## src/rtl/core/pdh_pkg.sv

```systemverilog
// shared constants, types and codes of the pair distance histogram
package pdh_pkg;

    localparam int MAX_PARTICLES = 1024;
    localparam int NUM_BINS      = 512;

    localparam int PW   = $clog2(MAX_PARTICLES);
    localparam int CW   = $clog2(MAX_PARTICLES + 1);
    localparam int BAW  = $clog2(NUM_BINS);
    localparam int SBW  = BAW + 1;

    localparam int COORD_W   = 24;
    localparam int LEN_W     = 23;
    localparam int DIV_W     = LEN_W + COORD_W - 1;
    localparam int MOD_STEPS = COORD_W;
    localparam int SQ_W      = 2 * COORD_W;
    localparam int D2_W      = SQ_W + 2;
    localparam int MD2_W     = 2 * LEN_W;
    localparam int BW_W      = 16;
    localparam int P_W       = SBW + BW_W;
    localparam int PSQ_W     = 2 * P_W;
    localparam int CMP_W     = (PSQ_W > D2_W) ? PSQ_W : D2_W;
    localparam int BIN_CELLS = SBW;

    localparam int FW       = 2 * PW + 1;
    localparam int CNT_W    = 48;
    localparam int FRM_W    = 32;
    localparam int IDX_W    = 10;
    localparam int FLIGHT_W = 8;

    localparam logic [CNT_W-1:0] CNT_MAX = {CNT_W{1'b1}};

    localparam logic [1:0] STATUS_FRAME   = 2'd0;
    localparam logic [1:0] STATUS_OVERLAP = 2'd1;
    localparam logic [1:0] STATUS_READ    = 2'd2;

    localparam logic OP_LOAD = 1'b0;
    localparam logic OP_READ = 1'b1;

    localparam logic [2:0] REG_BOX_X     = 3'd0;
    localparam logic [2:0] REG_BOX_Y     = 3'd1;
    localparam logic [2:0] REG_BOX_Z     = 3'd2;
    localparam logic [2:0] REG_BIN_WIDTH = 3'd3;
    localparam logic [2:0] REG_MIN_DIST  = 3'd4;

    typedef struct packed {
        logic          valid;
        logic [PW-1:0] i;
        logic [PW-1:0] j;
        logic          ci;
        logic          cj;
    } pdh_tag_t;

    typedef struct packed {
        pdh_tag_t                 tag;
        logic [2:0]               neg;
        logic [2:0][COORD_W-1:0]  rem;
        logic [2:0][DIV_W-1:0]    div;
    } pdh_mod_t;

    typedef struct packed {
        pdh_tag_t         tag;
        logic [D2_W-1:0]  d2;
        logic [SBW-1:0]   cand;
        logic [SBW-1:0]   step;
    } pdh_bin_t;

    typedef struct packed {
        logic                    cls;
        logic [2:0][COORD_W-1:0] pos;
    } pdh_part_t;

    typedef struct packed {
        logic [CNT_W-1:0] c;
        logic [CNT_W-1:0] b;
        logic [CNT_W-1:0] a;
    } pdh_total_t;

    typedef struct packed {
        logic [FW-1:0] c;
        logic [FW-1:0] b;
        logic [FW-1:0] a;
    } pdh_frame_t;

endpackage

```

## src/rtl/core/pdh_bin_cell.sv

```systemverilog
// one bit of the bin search: squares a trial bin edge and compares it to d2
module pdh_bin_cell (
    input  logic                       aclk,
    input  logic                       aresetn,
    input  logic [pdh_pkg::BW_W-1:0]   width,
    input  pdh_pkg::pdh_bin_t          cell_in,
    output pdh_pkg::pdh_bin_t          cell_out
);

    pdh_pkg::pdh_bin_t s1_reg;
    pdh_pkg::pdh_bin_t s2_reg;
    pdh_pkg::pdh_bin_t out_reg;
    pdh_pkg::pdh_bin_t out_next;
    logic [pdh_pkg::P_W-1:0]   prod_reg;
    logic [pdh_pkg::PSQ_W-1:0] sq_reg;
    logic [pdh_pkg::SBW-1:0]   trial;

    assign trial = cell_in.cand | cell_in.step;

    always_ff @(posedge aclk) begin
        if (!aresetn) begin
            s1_reg  <= '0;
            s2_reg  <= '0;
            out_reg <= '0;
        end else begin
            s1_reg  <= cell_in;
            s2_reg  <= s1_reg;
            out_reg <= out_next;
        end
        prod_reg <= {pdh_pkg::BW_W'(0), trial} * {pdh_pkg::SBW'(0), width};
        sq_reg   <= {pdh_pkg::P_W'(0), prod_reg} * {pdh_pkg::P_W'(0), prod_reg};
    end

    // trial edge squared not above d2 means the bin is at least the trial
    always_comb begin
        out_next = s2_reg;
        if (pdh_pkg::CMP_W'(sq_reg) <= pdh_pkg::CMP_W'(s2_reg.d2)) begin
            out_next.cand = s2_reg.cand | s2_reg.step;
        end
        out_next.step = s2_reg.step >> 1;
    end

    assign cell_out = out_reg;

endmodule

```

## config.mk

```make
export PLATFORM = sky130hd
export DESIGN_NAME = pdh_bin_cell
export DESIGN_NICKNAME = d
export VERILOG_FILES = /design/src/rtl/core/pdh_pkg.sv /design/src/rtl/core/pdh_bin_cell.sv
export SDC_FILE = /design/constraint.sdc
export NUM_CORES = 2
export LEC_CHECK = 0
export BUFFER_PORTS_ARGS = -buffer_cell sky130_fd_sc_hd__buf_4
export CELL_PAD_IN_SITES_DETAIL_PLACEMENT = 1
export CELL_PAD_IN_SITES_GLOBAL_PLACEMENT = 1
export CORE_ASPECT_RATIO = 0.7
export CORE_MARGIN = 1
export CORE_UTILIZATION = 40
export CTS_BUF_LIST = sky130_fd_sc_hd__clkbuf_4
export CTS_CLUSTER_DIAMETER = 50
export DETAILED_ROUTE_END_ITERATION = 12
export PLACE_DENSITY = 0.76
export RECOVER_POWER = 100
export SLEW_MARGIN = 20
export SYNTH_ARGS = -nofsm -noshare
export SYNTH_HDL_FRONTEND = slang
export SYNTH_SLANG_ARGS = --single-unit
```

## constraint.sdc

```tcl
create_clock -name aclk -period 11.9 [get_ports aclk]
set_input_delay 2.38 -clock aclk [delete_from_list [all_inputs] [get_ports aclk]]
set_output_delay 2.38 -clock aclk [all_outputs]
set_load 0.005 [all_outputs]
```

# Yosys cells after proc, flatten, opt, wreduce, memory -nomap -nowiden
# Index checks and enable logic that the tools add are counted.
# Widths: inputs -> output; s select.
[word_totals] reg_bits=357 input_bits=111 output_inout_bits=93 word_cells=33
[classes] n_mul=2 order_cmp=1 n_mux=1 bitwise_logic=2
[op_table] operator="$le 52x50->1" count=1
[op_table] operator="$mul 26x26->52" count=1
[op_table] operator="$mul 10x16->26" count=1
[op_table] operator="$or 10x10->10" count=2
[op_table] operator="$mux 10" count=1

# Logic depth before layout (Yosys ltp)
[logic_depth] depth_word=2 mapped_depth=28 ltp_nobuf=27

# Worst setup path after synthesis
# No wires, ideal clock.
[synth_path] kind="in2reg" from="in cell_in[1] (netlist name)" to="reg prod_reg[25] (netlist name)" setup_ns=0.072 arrival_time_ns=7.423 required_time_ns=11.828 path_slack_ns=4.405 stages=19 n_path_buf=2 cell_sequence="or2_2 clkbuf_1 clkbuf_1 nand2_1 fa_1 fa_1 fa_1 fa_1 inv_1 fa_1 ha_1 a2111o_1 o22ai_1 o21ai_0 a211oi_1 o31a_1 o21ai_0 a21oi_1 xnor2_1"
[synth_via] elab_chain_len=2
[synth_rtl] element="start, declared" line_no="pdh_bin_cell.sv:6" source="input pdh_pkg::pdh_bin_t cell_in,"
[synth_rtl] element="$or 10x10->10" line_no="pdh_bin_cell.sv:18" source="assign trial = cell_in.cand | cell_in.step;"
[synth_rtl] element="$mul 10x16->26" line_no="pdh_bin_cell.sv:30" source="prod_reg <= {pdh_pkg::BW_W'(0), trial} * {pdh_pkg::SBW'(0), width};"
[synth_rtl] element="end signal, assigned" line_no="pdh_bin_cell.sv:30"
[synth_rtl] element="end, declared" line_no="pdh_bin_cell.sv:14" source="logic [pdh_pkg::P_W-1:0] prod_reg;"
# Every way passes these cells.
# A chain may end at the register's enable or synchronous reset.

# Final worst setup path
[layout_path] from="reg prod_reg[3] (netlist name)" to="reg sq_reg[50] (netlist name)"
[layout_via] elab_chain_len=1
[layout_rtl] element="$mul 26x26->52" line_no="pdh_bin_cell.sv:31" source="sq_reg <= {pdh_pkg::P_W'(0), prod_reg} * {pdh_pkg::P_W'(0), prod_reg};"
[layout_rtl] element="end signal, assigned" line_no="pdh_bin_cell.sv:31"
[layout_rtl] element="end, declared" line_no="pdh_bin_cell.sv:15" source="logic [pdh_pkg::PSQ_W-1:0] sq_reg;"
# Every way passes these cells.

==> results_dict.tcl <==
set metrics [dict create \
    rsz0062_at_grt "no" \
    syn-num-nets 4645 \
    crit_buf_inv 6 \
    synth_warnings 0 \
    end_kind "flop" \
    cts_htree_levels 3 \
    rows 90 \
    cp.required_ns 12.60 \
    grt_pass1_vias 27280 \
    clock_latency_ns 0.81 \
    drt.antenna.violating_nets 0 \
    io_pins 204 \
    slowest_stage "clkbuf_1" \
    die_area_um2 88030 \
    fin_crit_ns 9.715 \
    drv_cap 5 \
    clk_pin_slew_ns 0.11 \
    postCtsHoldBufs 0 \
    synthesis.area_um2 34730 \
    layout_commonest_cell "inv_1" \
    crit_type "flop to flop" \
    min_path_cells 1 \
    initial_core_util 0.4037 \
    cp_top_family "adder cells" \
    setup_tns_ns 0 \
    synth_cells 3601 \
    setup_violations 0 \
    skew_ns 0.07538 \
    drc 0 \
    numCtsBuffers 77 \
    first_pass_iters 5 \
    syn2layout_area_growth_pct 9.619 \
    vias 23910 \
    grt_max_degree 118 \
    yosys.cell_types.count 66 \
    nFillCells 9934 \
    port_buffers 202 \
    report.final.slew_viol_count 334 \
    status "finished, violations left" \
    cts_num_sinks 355 \
    cp_max_fo 20 \
    grt_remaining_overflow 0 \
    hp-class "flop to flop" \
    cp.arrival_ns 10.42 \
    ff2ff_path_depth 24 \
    gp_congestion 0.8893 \
    final_net_count 4811 \
    grt_pass1_wl_mm 149.7 \
    avgRoutedWirePerCell_um 18.66 \
    viasPerCell 4.812 \
    synth-seq-cells 355 \
    post-cts-setup-buffers 0 \
    violations "capacitance limit, slew limit" \
    cts-resized-gates 0 \
    hp-start "s1_reg[48]$_SDFF_PN0_" \
    die_y_um 248.5 \
    r2r-end "sq_reg[50]$_DFF_P_" \
    syn_avg_cell_area_um2 9.645 \
    slew_headroom -1.495 \
    coreArea_um2 86030 \
    yosysSeqAreaShare 0.2046 \
    dpl.hpwl_mm 75.04 \
    min_to "out_next[48]$_SDFF_PN0_" \
    clock-root-buffer "clkbuf_4" \
    worstReg2RegStart "prod_reg[3]$_DFF_P_" \
    worstMarginPinSlew_ns 3.743 \
    cts_tree "done" \
    drive_above_1_share 0.08261 \
    period_share 0.8164 \
    crit_chain "clkbuf_1 > clkinv_1 > nor2_1 > fa_1 > fa_1 > inv_1 > fa_1 > fa_1 > inv_1 > fa_1 > fa_1 > inv_1 > fa_1 > inv_1 > ha_1 > a21oi_1 > o21ai_0 > a221o_1 > a21o_1 > a41oi_1 > o21ai_0 > a31o_4 > a211oi_2 > xnor2_1" \
    finalHoldViolCount 0 \
    grt_antenna_before_repair 6 \
    grt_use_total 0.2178 \
    synth-async-reset-ratio 0 \
    cp-start-kind "flop" \
    synth-edff-count 0 \
    rrSetupSlack_ns 2.18 \
    cpMostUsedCell "fa_1" \
    drt_iter0_drc 1269 \
    cpPeakStageDelay_ns 1.18 \
    largest_reg_flops 93 \
    ys.flop_type "dfxtp_1" \
    ctsLongestPathBuffers 3 \
    fmax_ghz 0.1029 \
    fp.dieW_um 354.2 \
    final_cell_mix "inv_1 (862), fa_1 (624), dfxtp_1 (346)" \
    finalWirelength_mm 92.72 \
]
[per-stage QoR]
step	hold WS, ns	instances	worst slack, ns	instance area (um2)	util
3_3_place_gp	0.4070	4838	3.739	37350	0.4341
5_1_grt	0.4091	4967	1.869	38070	0.4425
6_report	0.3974	4968	2.185	38070	0.4425
4_1_cts	0.3896	4963	4.029	38300	0.4451
3_5_place_dp	0.4156	4838	3.576	37350	0.4341
2_1_floorplan	0.3996	3601	4.405	34730	-
[worst max path at each step]
stage | slack (ns) | to | cells past startpoint | start
global placement | 3.74 | prod_reg[25]$_DFF_P_ | 19 | cell_in[6]
CTS | 4.03 | sq_reg[50]$_DFF_P_ | 24 | prod_reg[3]$_DFF_P_
global route | 1.87 | sq_reg[50]$_DFF_P_ | 24 | prod_reg[3]$_DFF_P_
finish | 2.18 | sq_reg[50]$_DFF_P_ | 24 | prod_reg[3]$_DFF_P_
floorplan | 4.41 | prod_reg[25]$_DFF_P_ | 19 | cell_in[1]
detailed placement | 3.58 | prod_reg[25]$_DFF_P_ | 19 | cell_in[6]
[logic make-up (layout without fill, tap and decap cells)]
logic type | after synthesis | after routing | synth area share
mux | 2 | 2 | 0.0006124
other cells | 1 | 6 | 0.0001080
compound gates | 268 | 268 | 0.05000
buf+inv | 1004 | 1216 | 0.1090
xor+xnor | 85 | 85 | 0.02144
simple gates | 953 | 953 | 0.1432
fa+ha+maj | 933 | 933 | 0.4710
flops | 355 | 355 | 0.2046
[Yosys cell counts, types with 2 or more instances]
cell	count	area share
nand4_1	25	0.0045
a21o_1	56	0.012
fa_1	624	0.36
nand2_1	316	0.034
nor4_1	4	0.00072
nor2b_1	69	0.012
ha_1	309	0.11
or2_2	8	0.0014
buf_2	4	0.00058
dfxtp_1	355	0.20
a221o_1	2	0.00058
o22ai_1	3	0.00054
inv_1	862	0.093
o41ai_1	2	0.00050
a21oi_1	79	0.011
a21boi_0	2	0.00043
xnor2_1	53	0.013
buf_1	7	0.00076
clkbuf_1	128	0.014
a211oi_1	13	0.0028
nand3_1	12	0.0017
and2_1	403	0.073
o21bai_1	10	0.0022
or3_1	4	0.00072
o21ai_0	51	0.0073
o31ai_1	5	0.0011
nor3b_1	2	0.00043
o21ai_1	5	0.00072
xor2_1	32	0.0081
o21a_1	9	0.0019
nand2b_1	16	0.0029
nor3_1	9	0.0013
nor2_1	72	0.0078
a2111o_1	2	0.00065
and3_1	8	0.0014
a31oi_1	9	0.0016
a21oi_2	2	0.00050
[final cells by class]
class / instances / area [um2] / share of cell area
flip-flops and latches: 355 / 7118 / 0.1870
inverters: 863 / 3239 / 0.08509
diodes: 5 / 12.51 / 0.0003286
clock buffers: 106 / 795.8 / 0.02090
repair buffers: 228 / 1509 / 0.03963
well taps: 1150 / 1439 / 0.03779
multi-input cells: 2242 / 23810 / 0.6254
clock inverters: 19 / 148.9 / 0.003911
[metal layers]
layer / share of wire / track usage / up-vias
met5: 0.00022 / 0 / -
met3: 0.066 / 0.05732 / 92
met4: 0.014 / 0.04212 / 2
met2: 0.46 / 0.3430 / 502
met1: 0.46 / 0.3020 / 12320
li1: - / - / 10990
Power is not shown: default switching activity piles up to over one toggle a cycle in this logic, so the estimate is an artifact.
