File: config.mk
export PLATFORM = sky130hd
export DESIGN_NAME = pdh_mod_cell
export DESIGN_NICKNAME = d
export VERILOG_FILES = /design/src/rtl/core/pdh_pkg.sv /design/src/rtl/core/pdh_mod_cell.sv
export SDC_FILE = /design/constraint.sdc
export NUM_CORES = 1
export LEC_CHECK = 0
export BUFFER_PORTS_ARGS = -buffer_cell sky130_fd_sc_hd__buf_4
export CAP_MARGIN = 20
export CORE_AREA = 8 8 176 178
export DETAILED_ROUTE_END_ITERATION = 12
export DIE_AREA = 0 0 184 186
export GPL_ROUTABILITY_DRIVEN = 0
export GPL_TIMING_DRIVEN = 1
export HOLD_SLACK_MARGIN = 0.12
export PLACE_DENSITY = 0.71
export SETUP_SLACK_MARGIN = 0.2
export SYNTH_ARGS = -nofsm -noshare
export SYNTH_HDL_FRONTEND = slang
export SYNTH_SLANG_ARGS = --single-unit
export TNS_END_PERCENT = 5
File: constraint.sdc
create_clock -name aclk -period 3.2 [get_ports aclk]
set_clock_uncertainty 0.05 [all_clocks]
set_input_delay 0.32 -clock aclk [delete_from_list [all_inputs] [get_ports aclk]]
set_output_delay 0.32 -clock aclk [all_outputs]
set_load 0.05 [all_outputs]
File: src/rtl/core/pdh_pkg.sv
// shared constants, types and codes of the pair distance histogram
package pdh_pkg;

    localparam int MAX_PARTICLES = 1024;
    localparam int NUM_BINS      = 512;

    localparam int PW   = $clog2(MAX_PARTICLES);
    localparam int CW   = $clog2(MAX_PARTICLES + 1);
    localparam int BAW  = $clog2(NUM_BINS);
    localparam int SBW  = BAW + 1;

    localparam int COORD_W   = 24;
    localparam int LEN_W     = 23;
    localparam int DIV_W     = LEN_W + COORD_W - 1;
    localparam int MOD_STEPS = COORD_W;
    localparam int SQ_W      = 2 * COORD_W;
    localparam int D2_W      = SQ_W + 2;
    localparam int MD2_W     = 2 * LEN_W;
    localparam int BW_W      = 16;
    localparam int P_W       = SBW + BW_W;
    localparam int PSQ_W     = 2 * P_W;
    localparam int CMP_W     = (PSQ_W > D2_W) ? PSQ_W : D2_W;
    localparam int BIN_CELLS = SBW;

    localparam int FW       = 2 * PW + 1;
    localparam int CNT_W    = 48;
    localparam int FRM_W    = 32;
    localparam int IDX_W    = 10;
    localparam int FLIGHT_W = 8;

    localparam logic [CNT_W-1:0] CNT_MAX = {CNT_W{1'b1}};

    localparam logic [1:0] STATUS_FRAME   = 2'd0;
    localparam logic [1:0] STATUS_OVERLAP = 2'd1;
    localparam logic [1:0] STATUS_READ    = 2'd2;

    localparam logic OP_LOAD = 1'b0;
    localparam logic OP_READ = 1'b1;

    localparam logic [2:0] REG_BOX_X     = 3'd0;
    localparam logic [2:0] REG_BOX_Y     = 3'd1;
    localparam logic [2:0] REG_BOX_Z     = 3'd2;
    localparam logic [2:0] REG_BIN_WIDTH = 3'd3;
    localparam logic [2:0] REG_MIN_DIST  = 3'd4;

    typedef struct packed {
        logic          valid;
        logic [PW-1:0] i;
        logic [PW-1:0] j;
        logic          ci;
        logic          cj;
    } pdh_tag_t;

    typedef struct packed {
        pdh_tag_t                 tag;
        logic [2:0]               neg;
        logic [2:0][COORD_W-1:0]  rem;
        logic [2:0][DIV_W-1:0]    div;
    } pdh_mod_t;

    typedef struct packed {
        pdh_tag_t         tag;
        logic [D2_W-1:0]  d2;
        logic [SBW-1:0]   cand;
        logic [SBW-1:0]   step;
    } pdh_bin_t;

    typedef struct packed {
        logic                    cls;
        logic [2:0][COORD_W-1:0] pos;
    } pdh_part_t;

    typedef struct packed {
        logic [CNT_W-1:0] c;
        logic [CNT_W-1:0] b;
        logic [CNT_W-1:0] a;
    } pdh_total_t;

    typedef struct packed {
        logic [FW-1:0] c;
        logic [FW-1:0] b;
        logic [FW-1:0] a;
    } pdh_frame_t;

endpackage

File: src/rtl/core/pdh_mod_cell.sv
// one restoring step of the per-axis minimum-image remainder chain
module pdh_mod_cell (
    input  logic              aclk,
    input  logic              aresetn,
    input  pdh_pkg::pdh_mod_t cell_in,
    output pdh_pkg::pdh_mod_t cell_out
);

    pdh_pkg::pdh_mod_t out_reg;
    pdh_pkg::pdh_mod_t out_next;

    always_comb begin
        out_next = cell_in;
        for (int a = 0; a < 3; a++) begin
            if ({(pdh_pkg::DIV_W - pdh_pkg::COORD_W)'(0), cell_in.rem[a]} >= cell_in.div[a]) begin
                out_next.rem[a] = cell_in.rem[a] - cell_in.div[a][pdh_pkg::COORD_W-1:0];
            end
            // divisor moves one place down for the next cell
            out_next.div[a] = cell_in.div[a] >> 1;
        end
    end

    always_ff @(posedge aclk) begin
        if (!aresetn) begin
            out_reg <= '0;
        end else begin
            out_reg <= out_next;
        end
    end

    assign cell_out = out_reg;

endmodule

Word-level counts from Yosys, hierarchy flattened
Index checks and enable logic that the tools add are counted.
{ "classes": {"multipliers": 0, "mux": 3, "n_addsub": 3, "order_cmp": 3, "eq_ne": 0, "shift": 0, "bitwise": 0, "reduce_logical": 0, "n_div": 0} }
{ "ops": {"columns": ["cell", "count"], "rows": [
  ["24-bit by 46-bit greater-or-equal comparator with 1-bit output", 3],
  ["24-bit 2-to-1 mux", 3],
  ["24-bit subtractor", 3]
]} }
{ "totals": {"mem_count": 0, "latchBits": 0, "ramBits": 0, "mem_bits_ro": 0, "word_cells": 24, "register_bits": 236, "output_inout_bits": 236} }

Depth between registers and ports, before layout
Gate-level depths: netlist of run 1.
{ "logic_depth": {"ltp_word": 2, "ltp_mapped": 15, "mapped_depth_nobuf": 13} }

Worst setup path before layout of run 1
No wires, ideal clock.
{ "synth_path": {"path_type": "input to register", "from": "input port cell_in[162] (netlist name)", "to": "register out_reg (netlist bit cell_out[185])", "path_buffers": 2, "required_ns": 3.077, "setup_slack_ns": 0.136, "setup_time_ns": 0.073, "arrival_time_ns": 2.941, "stages": 15, "cell_sequence": "inv_1 > ha_1 > inv_1 > fa_1 > a211oi_2 > o211ai_1 > and3_1 > buf_6 > a31oi_4 > o21ai_2 > a2111oi_4 > nor2_2 > buf_6 > and3_1 > nor3_2"} }
{ "synth_between": {"elab_chain_cells": 2, "elab_cells_between_ends": 3, "cone_classes": "1 x add/sub; 1 x order compare; 1 x mux"} }
{ "synth_lines": {"columns": ["element", "line_no", "rtl"], "rows": [
  ["start: declaration", "pdh_mod_cell.sv:5", "input pdh_pkg::pdh_mod_t cell_in,"],
  ["24-bit by 46-bit greater-or-equal comparator with 1-bit output or 24-bit subtractor (tied branches)", "pdh_mod_cell.sv:15, pdh_mod_cell.sv:16", null],
  ["24-bit 2-to-1 mux (*)", "pdh_mod_cell.sv:15", "if ({(pdh_pkg::DIV_W - pdh_pkg::COORD_W)'(0), cell_in.rem[a]} >= cell_in.div[a]) begin"],
  ["end signal: assignment", "pdh_mod_cell.sv:27", "out_reg <= out_next;"],
  ["end: declaration", "pdh_mod_cell.sv:9", "pdh_pkg::pdh_mod_t out_reg;"]
]} }
Every way passes the cells marked *; elsewhere a longest branch is shown, timed or not.
A chain may end at the register's enable or synchronous reset.

Worst setup path in the final report of run 1
{ "layout_path": {"from": "input port cell_in[3] (netlist name)", "to": "register out_reg (netlist bit cell_out[161])"} }
The elaborated chain is that of the path after synthesis.

==> results of run 1 <==
==> routing by layer <==
metal  vias to the layer above  wire length, um
li1                       5431                -
met1                      5353            16540
met2                       518            22900
met3                       121             3770
met4                         0             1739
met5                         -                0
==> per-stage QoR <==
step	cell area [um2]	hold WS, ns	utilization
after floorplan	10570	0.3917	-
after global placement	14620	0.4776	0.5178
after detailed placement	14620	0.4807	0.5178
after CTS	17830	0.1559	0.6316
after global routing	17950	0.1886	0.6356
final	17950	0.1713	0.6357
==> cell usage in the layout (no fill, tap or decap), types with 5 or more instances in the layout <==
master	Yosys	final
dlygate4sd3_1	0	232
nor2_1	126	126
xnor2_1	33	33
dfxtp_1	233	233
o21bai_1	11	11
a211oi_1	9	7
diode_2	0	5
inv_1	88	88
a21o_1	28	28
clkbuf_1	24	5
o21a_1	6	6
nand2_1	77	77
o22ai_1	14	14
a31oi_1	9	8
clkbuf_16	0	26
nand3_1	14	13
buf_4	5	499
mux2i_1	29	28
nand4_1	12	12
nor3_1	12	12
a21oi_1	86	84
ha_1	72	69
nor2b_1	5	5
nand2b_1	11	11
o21ai_1	13	12
o21ai_0	26	26
xor2_1	21	21
nor4_1	19	19
and2_1	94	94
==> final cells by class <==
class	instances	area (um2)
antenna	5	12.51
multi-input combinational	809	5416
clock buffer	34	710.7
tap	384	480.5
timing repair buffer	735	6148
sequential	233	4664
clock inverter	12	180.2
inverter	89	336.6
fill	2140	10290
==> how the worst max path moves through the flow <==
stage | to | slack [ns] | cells past startpoint
finish | cell_out[161] | 0.24 | 14
global route | cell_out[157] | 0.07 | 14
CTS | cell_out[190] | 0.21 | 11
detailed placement | cell_out[172] | 0.02 | 16
global placement | cell_out[182] | 0.07 | 16
floorplan | cell_out[185] | 0.25 | 15
==> cell families after synthesis <==
group,Yosys count,share of synthesized area
mux,29,0.02749
buf+inv,134,0.05404
other cells,1,0.0003552
flops,233,0.4418
simple gates,403,0.1910
xor+xnor,54,0.04480
fa+ha+maj,75,0.09102
compound gates,245,0.1494
==> power by group through the flow <==
stage | Clock (mW) | Combinational [mW] | Sequential (mW)
finish | 3.15 | 2.38 | 3.12
global route | 3.33 | 2.53 | 3.13
CTS | 3.18 | 2.32 | 3.11
detailed placement | 0 | 2.07 | 3.17
global placement | 0 | 2.05 | 3.17
floorplan | 0 | 0.786 | 3.72
==> synth_stat cells (3+ instances only) <==
master,instances,area share
o211ai_1,4,0.0028
o21ai_2,3,0.0025
or3_1,3,0.0018
or4_1,4,0.0028
nor3_1,12,0.0057
nand3_1,14,0.0066
a211oi_1,9,0.0064
nor2b_1,5,0.0030
nand2_1,77,0.027
o22ai_1,14,0.0083
fa_1,3,0.0057
buf_2,6,0.0028
nor4_1,19,0.011
and2_1,94,0.056
nor2_1,126,0.045
clkbuf_1,24,0.0085
o21bai_1,11,0.0078
buf_4,5,0.0036
xnor2_1,33,0.027
xor2_1,21,0.017
dfxtp_1,233,0.44
a21o_1,28,0.020
nor3_2,3,0.0028
and3_1,5,0.0030
o21a_1,6,0.0043
nand2b_1,11,0.0065
a31oi_1,9,0.0053
mux2i_1,29,0.027
nor3b_1,3,0.0021
or2_2,3,0.0018
ha_1,72,0.085
inv_1,88,0.031
buf_6,4,0.0043
nand4_1,12,0.0071
o31ai_1,6,0.0043
a41oi_1,3,0.0025
buf_1,4,0.0014
o21ai_0,26,0.012
a21oi_1,86,0.041
o21ai_1,13,0.0062
==> repair_timing <==
| item | in CTS | in global routing |
|---|---|---|
| hold buffers | 232 | 0 |
| gates resized for setup | 0 | 16 |
| buffers inserted | 0 | 3 |
| endpoints found under the hold margin | 232 | 0 |
| endpoints found under the setup margin | 0 | 70 |
==> impl_results.md, run 1 <==
- Post-synth EDFFs: 0
- Delay-heaviest family, CP: compound AO/OA/AOI/OAI gates
- Worst path cell trace: dlygate4sd3_1 -> buf_4 -> inv_1 -> ha_1 -> a21o_1 -> a21oi_1 -> o21ai_1 -> a41oi_1 -> a211oi_1 -> buf_4 -> o21ai_0 -> a21oi_1 -> o2111ai_1 -> o311ai_1
- Vias: about 11000
- Num CTS Buffers: 26
- Initial core utilization: 0.3739
- Slew headroom: 0.4411
- WP data required: about 3.5 ns
- GR Util All Layers: 0.2489
- Via density: 4.964
- Grt met3 use: 0.06910
- Ys flop type: dfxtp_1
- FFs w/ async S/R, synth: 0
- Slew Limit Fails: 0
- CP max stage delay: 0.53 ns
- Largest net degree at the start of global routing: 67
- CTS sink cnt: 233
- Max cap viols: 0
- Yosys reg bits: between 200 and 250
- First-pass GRT wire length: slightly below 70 mm
- Pre-Repair DR Iteration Count: 5
- WHS Path Cells: 4
- PortBufs: 470
- Worst-Margin Slew: 0.8383 ns
- Die height: around 190 um
- Critical Path Slowest Stage Cell: dlygate4sd3_1
- Reg clk slew, reported paths: 0.07 ns
- Register share of total power: 0.360
- Worst Hold Class: in2reg
- Pwr/cell area: just under 500 nW/um2
- Power Total: 8.649 mW
- Final WL: 44.95 mm
- Cell area after synthesis: 10560 um2
- Hold Path Sink: cell_out[208]
- Seq/Total Area, Yosys: 0.4418
- DRC: 0
- Area delta synth->final: 70.02%
- Worst EP arrival: roughly 3.3 ns
- Hold Fails Final Rpt: 0
- Dpl cells: 2015
- Post-Layout Cell Count: 2301
- Layer with the highest usage: met2
- Final global-route overflow total: 0
- Sum Neg Setup Slack: 0 ns
- Final worst slack: 0.2382 ns
- Internal power: 5.943 mW
- Status: finished clean
- Vias in the first global route: 12350
- CTS tree: yes
- Io pins: 474
- Switch share: 0.3128
- CP Buf/Inv Count: 4
- Worst Setup SP: cell_in[3]
- Leakage: 8.565 nW
- Worst Hold Launch: cell_in[208]
- CP Capture Type: flip-flop
- Initial antenna violation count: 4
- Synth Area per Inst: ~9.0 um2
- # H-tree levels: 1
- CTS max path bufs: 3
- Iter 0 DRT Violations: 626
- Clock power share: 0.364
- Setup Viol. Count Final: 0
- NetSw: approximately 2.7 mW
- Crit path kind: in2reg
- Post-route minimum period: 2.962 ns
- Post-Syn Instances: approximately 1200
- Layout cell share with drive strength beyond 1: 0.3039
- Die W: about 180 um
- M1 GR Usage: 0.2627
- Combinational power share: 0.276
- Maximum clock rate: 337.6 MHz
- RSZ-0062 raised after global routing: yes
- Final worst-path cycle share: 0.9256
- Number of synthesis warnings: 0
- Startpoint types: input port
- FP Rows: 62
- CP max FO: 6
- Clock Tree Root: clkbuf_16
- Yosys cell types: 73
- Peak supply drop: between 0.4 and 0.5 mV
- Met2 Use GR: 0.4608
- Avg WL per Cell: 19.53 um
- Core area: between 20000 and 30000 um2
- Nets: roughly 2200
- Pre-CTS WS: 0.02097 ns
- Max FFs per register: 233
- DP Wirelength: 30.62 mm
- DRT antenna net count: 0
- Full die area: 34220 um2
Note: power is estimated with default switching activity, not from simulation.
==> run 2, diff against run 1 <==
--- a/config.mk
+++ b/config.mk
@@ -8,13 +8,13 @@
 export BUFFER_PORTS_ARGS = -buffer_cell sky130_fd_sc_hd__buf_4
 export CAP_MARGIN = 20
 export CORE_AREA = 8 8 176 178
+export CTS_BUF_LIST = sky130_fd_sc_hd__clkbuf_16
 export DETAILED_ROUTE_END_ITERATION = 12
 export DIE_AREA = 0 0 184 186
 export GPL_ROUTABILITY_DRIVEN = 0
 export GPL_TIMING_DRIVEN = 1
 export HOLD_SLACK_MARGIN = 0.12
 export PLACE_DENSITY = 0.71
-export SETUP_SLACK_MARGIN = 0.2
 export SYNTH_ARGS = -nofsm -noshare
 export SYNTH_HDL_FRONTEND = slang
 export SYNTH_SLANG_ARGS = --single-unit
==> impl_results.md, run 2 (synthesized netlist as in run 1, its figures left out) <==
- Status: finished clean
- Worst-Margin Slew: 0.6172 ns (-0.2211 ns)
- Worst EP arrival: 3.40 ns (+0.10 ns)
- Pwr/cell area: 464.3 nW/um2 (-3.7%)
- Area delta synth->final: 68.57%
- Setup Viol. Count Final: 0 (unchanged)
- Full die area: 34220 um2 (unchanged)
- Hold WS: 0.1885 ns (+0.01722 ns)
- Die W: 184 um (unchanged)
- Hold Fails Final Rpt: 0 (unchanged)
- Post-route minimum period: 3.032 ns (+0.07010 ns)
- Core area: 28240 um2 (unchanged)
- FP Rows: 62 (unchanged)
- RSZ-0062 raised after global routing: no
- CP Buf/Inv Count: 5 (+1)
- DP Wirelength: 30.36 mm (-0.87%)
- Io pins: 474 (unchanged)
- Max FFs per register: 233 (unchanged)
- Die height: 186 um (unchanged)
- PortBufs: 470 (unchanged)
- Slew Limit Fails: 0 (unchanged)
- Via density: 4.902 (-1.3%)
- Iter 0 DRT Violations: 634 (+1.3%)
- Initial antenna violation count: 2 (-2)
- Critical Path Slowest Stage Cell: dlygate4sd3_1
- CTS tree: yes
- CP max stage delay: 0.55 ns (+0.02 ns)
- Final global-route overflow total: 0 (unchanged)
- Most frequent cells in the layout: 496 x buf_4, 233 x dfxtp_1, 232 x dlygate4sd3_1
- Nets: 2206 (-0.045%)
- Vias in the first global route: 11970 (-3.1%)
- Maximum clock rate: 329.8 MHz (-2.3%)
- Avg WL per Cell: 19.20 um (-1.7%)
- Leakage: 8.527 nW (-0.44%)
- Final Instance Area: 17800 um2 (-0.85%)
- Crit path kind: in2reg
- First-pass GRT wire length: 66.16 mm (-2.9%)
- CP max FO: 7 (+1)
- Clock Tree Root: clkbuf_16
- Slew headroom: 0.5847 (+0.1436)
- Largest net degree at the start of global routing: 98 (+46%)
- WP data required: 3.57 ns (+0.03 ns)
- DRC: 0 (unchanged)
- Peak supply drop: 0.3983 mV (-14%)
- CTS sink cnt: 233 (unchanged)
- Worst Hold Launch: cell_in[208]
- Layout cell share with drive strength beyond 1: 0.2981 (-0.005753)
- CTS max path bufs: 3 (unchanged)
- Worst Setup SP: cell_in[186]
- # H-tree levels: 1 (unchanged)
- CP Capture Type: flip-flop
- Worst Hold Class: in2reg
- Final WL: 44.13 mm (-1.8%)
- Max cap viols: 0 (unchanged)
- Commonest non-fill, non-tap cell in the layout: buf_4
- Dpl cells: 2015 (unchanged)
- Startpoint types: input port
- Worst path cell trace: dlygate4sd3_1 -> buf_4 -> inv_1 -> ha_1 -> inv_1 -> fa_2 -> a211oi_2 -> o21ai_1 -> a31oi_2 -> a21oi_2 -> a21oi_2 -> buf_4 -> o21ai_1 -> nand2_1 -> o22ai_1
- Initial core utilization: 0.3739 (unchanged)
- DP Area: 14620 um2 (about the same)
- DRT antenna net count: 0 (unchanged)
- Delay-heaviest family, CP: compound AO/OA/AOI/OAI gates
- Pre-Repair DR Iteration Count: 5 (unchanged)
- Final worst-path cycle share: 0.9475 (+0.02191)
- Num CTS Buffers: 25 (-3.8%)
- Power Total: 8.263 mW (-4.5%)
- GR Util All Layers: 0.2424 (-0.006454)
- Vias: 11260 (-1.4%)
- Post-Layout Cell Count: 2298 (-0.13%)
- Reg clk slew, reported paths: 0.07 ns (about the same)
run 2: cell type report:
type,instances,area [um2]
clock inverters,21,140.1
fillers,2177,10440
diodes,2,5.005
flip-flops and latches,233,4664
clock buffers,25,625.6
repair buffers,735,6160
inverters,89,336.6
multi-input cells,809,5385
well taps,384,480.5
run 2: worst paths after layout:
check                           end  slack, ns  cells after the start
worst max-delay path  cell_out[205]       0.17                     15
worst min-delay path  cell_out[208]       0.19                      4
run 2: timing repair:
| action | CTS | global route |
|---|---|---|
| buffers inserted | 0 | 2 |
| setup endpoints to repair | 0 | 46 |
| hold endpoints to repair | 231 | 0 |
| hold buffers | 232 | 0 |
| gates resized for setup | 0 | 17 |
run 2: per-layer routing:
metal	global-route usage	wire [um]	part of all wire
met1	0.2629	16490	0.37
met2	0.4445	22630	0.51
met3	0.06442	3394	0.077
met4	0.09358	1613	0.037
met5	0	0	0
run 2: through the flow:
| step | worst slack [ns] | util | TNS, ns |
|---|---|---|---|
| 4_1_cts | 0.08143 | 0.6271 | 0 |
| 3_5_place_dp | -0.03706 | 0.5177 | -0.06112 |
| 5_1_grt | 0.03228 | 0.6303 | 0 |
| 3_3_place_gp | 0.007372 | 0.5177 | 0 |
| 2_1_floorplan | 0.1361 | - | 0 |
| 6_report | 0.1681 | 0.6303 | 0 |
run 2: report_power, final:
part	switching (mW)	internal [mW]
Combinational	1.38	0.996
Clock	1.26	1.51
Sequential	0.0550	3.06
==> run 3, diff against run 2 <==
--- a/config.mk
+++ b/config.mk
@@ -8,13 +8,13 @@
 export BUFFER_PORTS_ARGS = -buffer_cell sky130_fd_sc_hd__buf_4
 export CAP_MARGIN = 20
 export CORE_AREA = 8 8 176 178
-export CTS_BUF_LIST = sky130_fd_sc_hd__clkbuf_16
+export CTS_BUF_LIST = sky130_fd_sc_hd__clkbuf_4 sky130_fd_sc_hd__clkbuf_8 sky130_fd_sc_hd__clkbuf_16
 export DETAILED_ROUTE_END_ITERATION = 12
 export DIE_AREA = 0 0 184 186
 export GPL_ROUTABILITY_DRIVEN = 0
 export GPL_TIMING_DRIVEN = 1
 export HOLD_SLACK_MARGIN = 0.12
-export PLACE_DENSITY = 0.71
+export PLACE_DENSITY_LB_ADDON = 0.15
 export SYNTH_ARGS = -nofsm -noshare
 export SYNTH_HDL_FRONTEND = slang
 export SYNTH_SLANG_ARGS = --single-unit
==> impl_results.md, run 3 (synthesized netlist as in run 1, its figures left out) <==
- Most frequent cells in the layout: 498 x buf_4, 233 x dfxtp_1, 232 x dlygate4sd3_1
- Slew headroom: 0.5270 (-0.05769)
- Vias: 11070 (-1.7%)
- Commonest non-fill, non-tap cell in the layout: buf_4
- Peak supply drop: 0.4534 mV (+14%)
- Core area: 28240 um2 (unchanged)
- Maximum clock rate: 330.9 MHz (+0.34%)
- Slew Limit Fails: 0 (unchanged)
- CP Capture Type: flip-flop
- Leakage: 8.553 nW (+0.31%)
- DRT antenna net count: 0 (unchanged)
- Max FFs per register: 233 (unchanged)
- Vias in the first global route: 11650 (-2.6%)
- First-pass GRT wire length: 64.11 mm (-3.1%)
- Full die area: 34220 um2 (unchanged)
- Clock Tree Root: clkbuf_16
- DP Wirelength: 31.39 mm (+3.4%)
- Nets: 2206 (unchanged)
- Initial core utilization: 0.3739 (unchanged)
- Layout cell share with drive strength beyond 1: 0.3019 (+0.003819)
- DRC: 0 (unchanged)
- Crit path kind: in2reg
- Area delta synth->final: 69.23%
- Via density: 4.816 (-1.7%)
- CP max FO: 11 (+4)
- Pre-CTS WS: -0.04809 ns (-0.01104 ns)
- Num CTS Buffers: 27 (+8.0%)
- Hold WS: 0.1391 ns (-0.04947 ns)
- Final worst-path cycle share: 0.9443 (-0.003183)
- WP data required: 3.58 ns (about the same)
- Post-CTS Setup Bufs: 0 (unchanged)
- Avg WL per Cell: 18.55 um (-3.4%)
- CTS max path bufs: 3 (unchanged)
- Startpoint types: input port
- PortBufs: 470 (unchanged)
- Hold Fails Final Rpt: 0 (unchanged)
- Worst EP arrival: 3.40 ns (about the same)
- Die W: 184 um (unchanged)
- Final global-route overflow total: 0 (unchanged)
- Pre-Repair DR Iteration Count: 5 (unchanged)
- Final worst slack: 0.1783 ns (+0.01019 ns)
- Max cap viols: 0 (unchanged)
- # H-tree levels: 1 (unchanged)
- Post-route minimum period: 3.022 ns (-0.01019 ns)
- Reg clk slew, reported paths: 0.06 ns (about the same)
- CTS sink cnt: 233 (unchanged)
- Status: finished clean
- Iter 0 DRT Violations: 417 (-34%)
- Initial antenna violation count: 4 (+2)
- FP Rows: 62 (unchanged)
- Setup Viol. Count Final: 0 (unchanged)
- Pwr/cell area: 478.7 nW/um2 (+3.1%)
- Worst-Margin Slew: 0.7095 ns (+0.09223 ns)
- Largest net degree at the start of global routing: 70 (-29%)
- Io pins: 474 (unchanged)
- CTS tree: yes
- Final WL: 42.62 mm (-3.4%)
- Worst Hold Class: in2reg
- Die height: 186 um (unchanged)
- GR Util All Layers: 0.2346 (-0.007808)
run 3: path summary, 6_finish.rpt:
check / start / to / slack (ns) / depth (start not counted)
worst max-delay path: cell_in[57] / cell_out[175] / 0.18 / 14
worst min-delay path: cell_in[92] / cell_out[186] / 0.14 / 4
run 3: worst max-delay path, cell delays in order:
cell and delay (ns):
dlygate4sd3_1 0.54, buf_4 0.13, inv_1 0.08, ha_1 0.29
a21o_1 0.22, a21oi_1 0.29, o211ai_1 0.21, a31oi_4 0.21
o21ai_2 0.10, a2111oi_4 0.41, nor2_2 0.12, buf_4 0.23
mux2i_1 0.17, nor2_1 0.06
run 3: metal layers:
| layer | track usage | part of all wire |
|---|---|---|
| met5 | 0 | 0.00031 |
| met4 | 0.08390 | 0.031 |
| met3 | 0.05875 | 0.070 |
| met2 | 0.4237 | 0.50 |
| met1 | 0.2642 | 0.40 |
run 3: cell type report:
class	instances	area, um2
diodes	3	7.507
clock buffers	35	754.5
multi-input cells	809	5375
fillers	2299	10370
repair buffers	733	6112
well taps	384	480.5
inverters	89	336.6
flip-flops and latches	233	4664
clock inverters	12	136.4
run 3: timing repair:
action / 4_1_cts / 5_1_grt
endpoints found under the setup margin: 0 / 48
hold buffers: 232 / 0
resized for setup: 0 / 9
hold endpoints to repair: 231 / 0
run 3: metrics by stage:
step	std cells	util	setup TNS [ns]	instance area (um2)	total power, mW
after floorplan	1176	-	0	10570	4.504
after global placement	2016	0.5171	0	14600	5.225
after detailed placement	2016	0.5171	-0.2098	14600	5.241
after CTS	2295	0.6309	0	17810	8.597
after global routing	2298	0.6328	-0.0001983	17870	8.907
final	2298	0.6328	0	17870	8.552
run 3: report_power, final:
group,internal (mW),leakage (nW),switching (mW)
logic,0.990,6.17,1.36
registers,3.06,1.94,0.0506
clock network,1.83,0.439,1.27
total,5.88,8.55,2.68
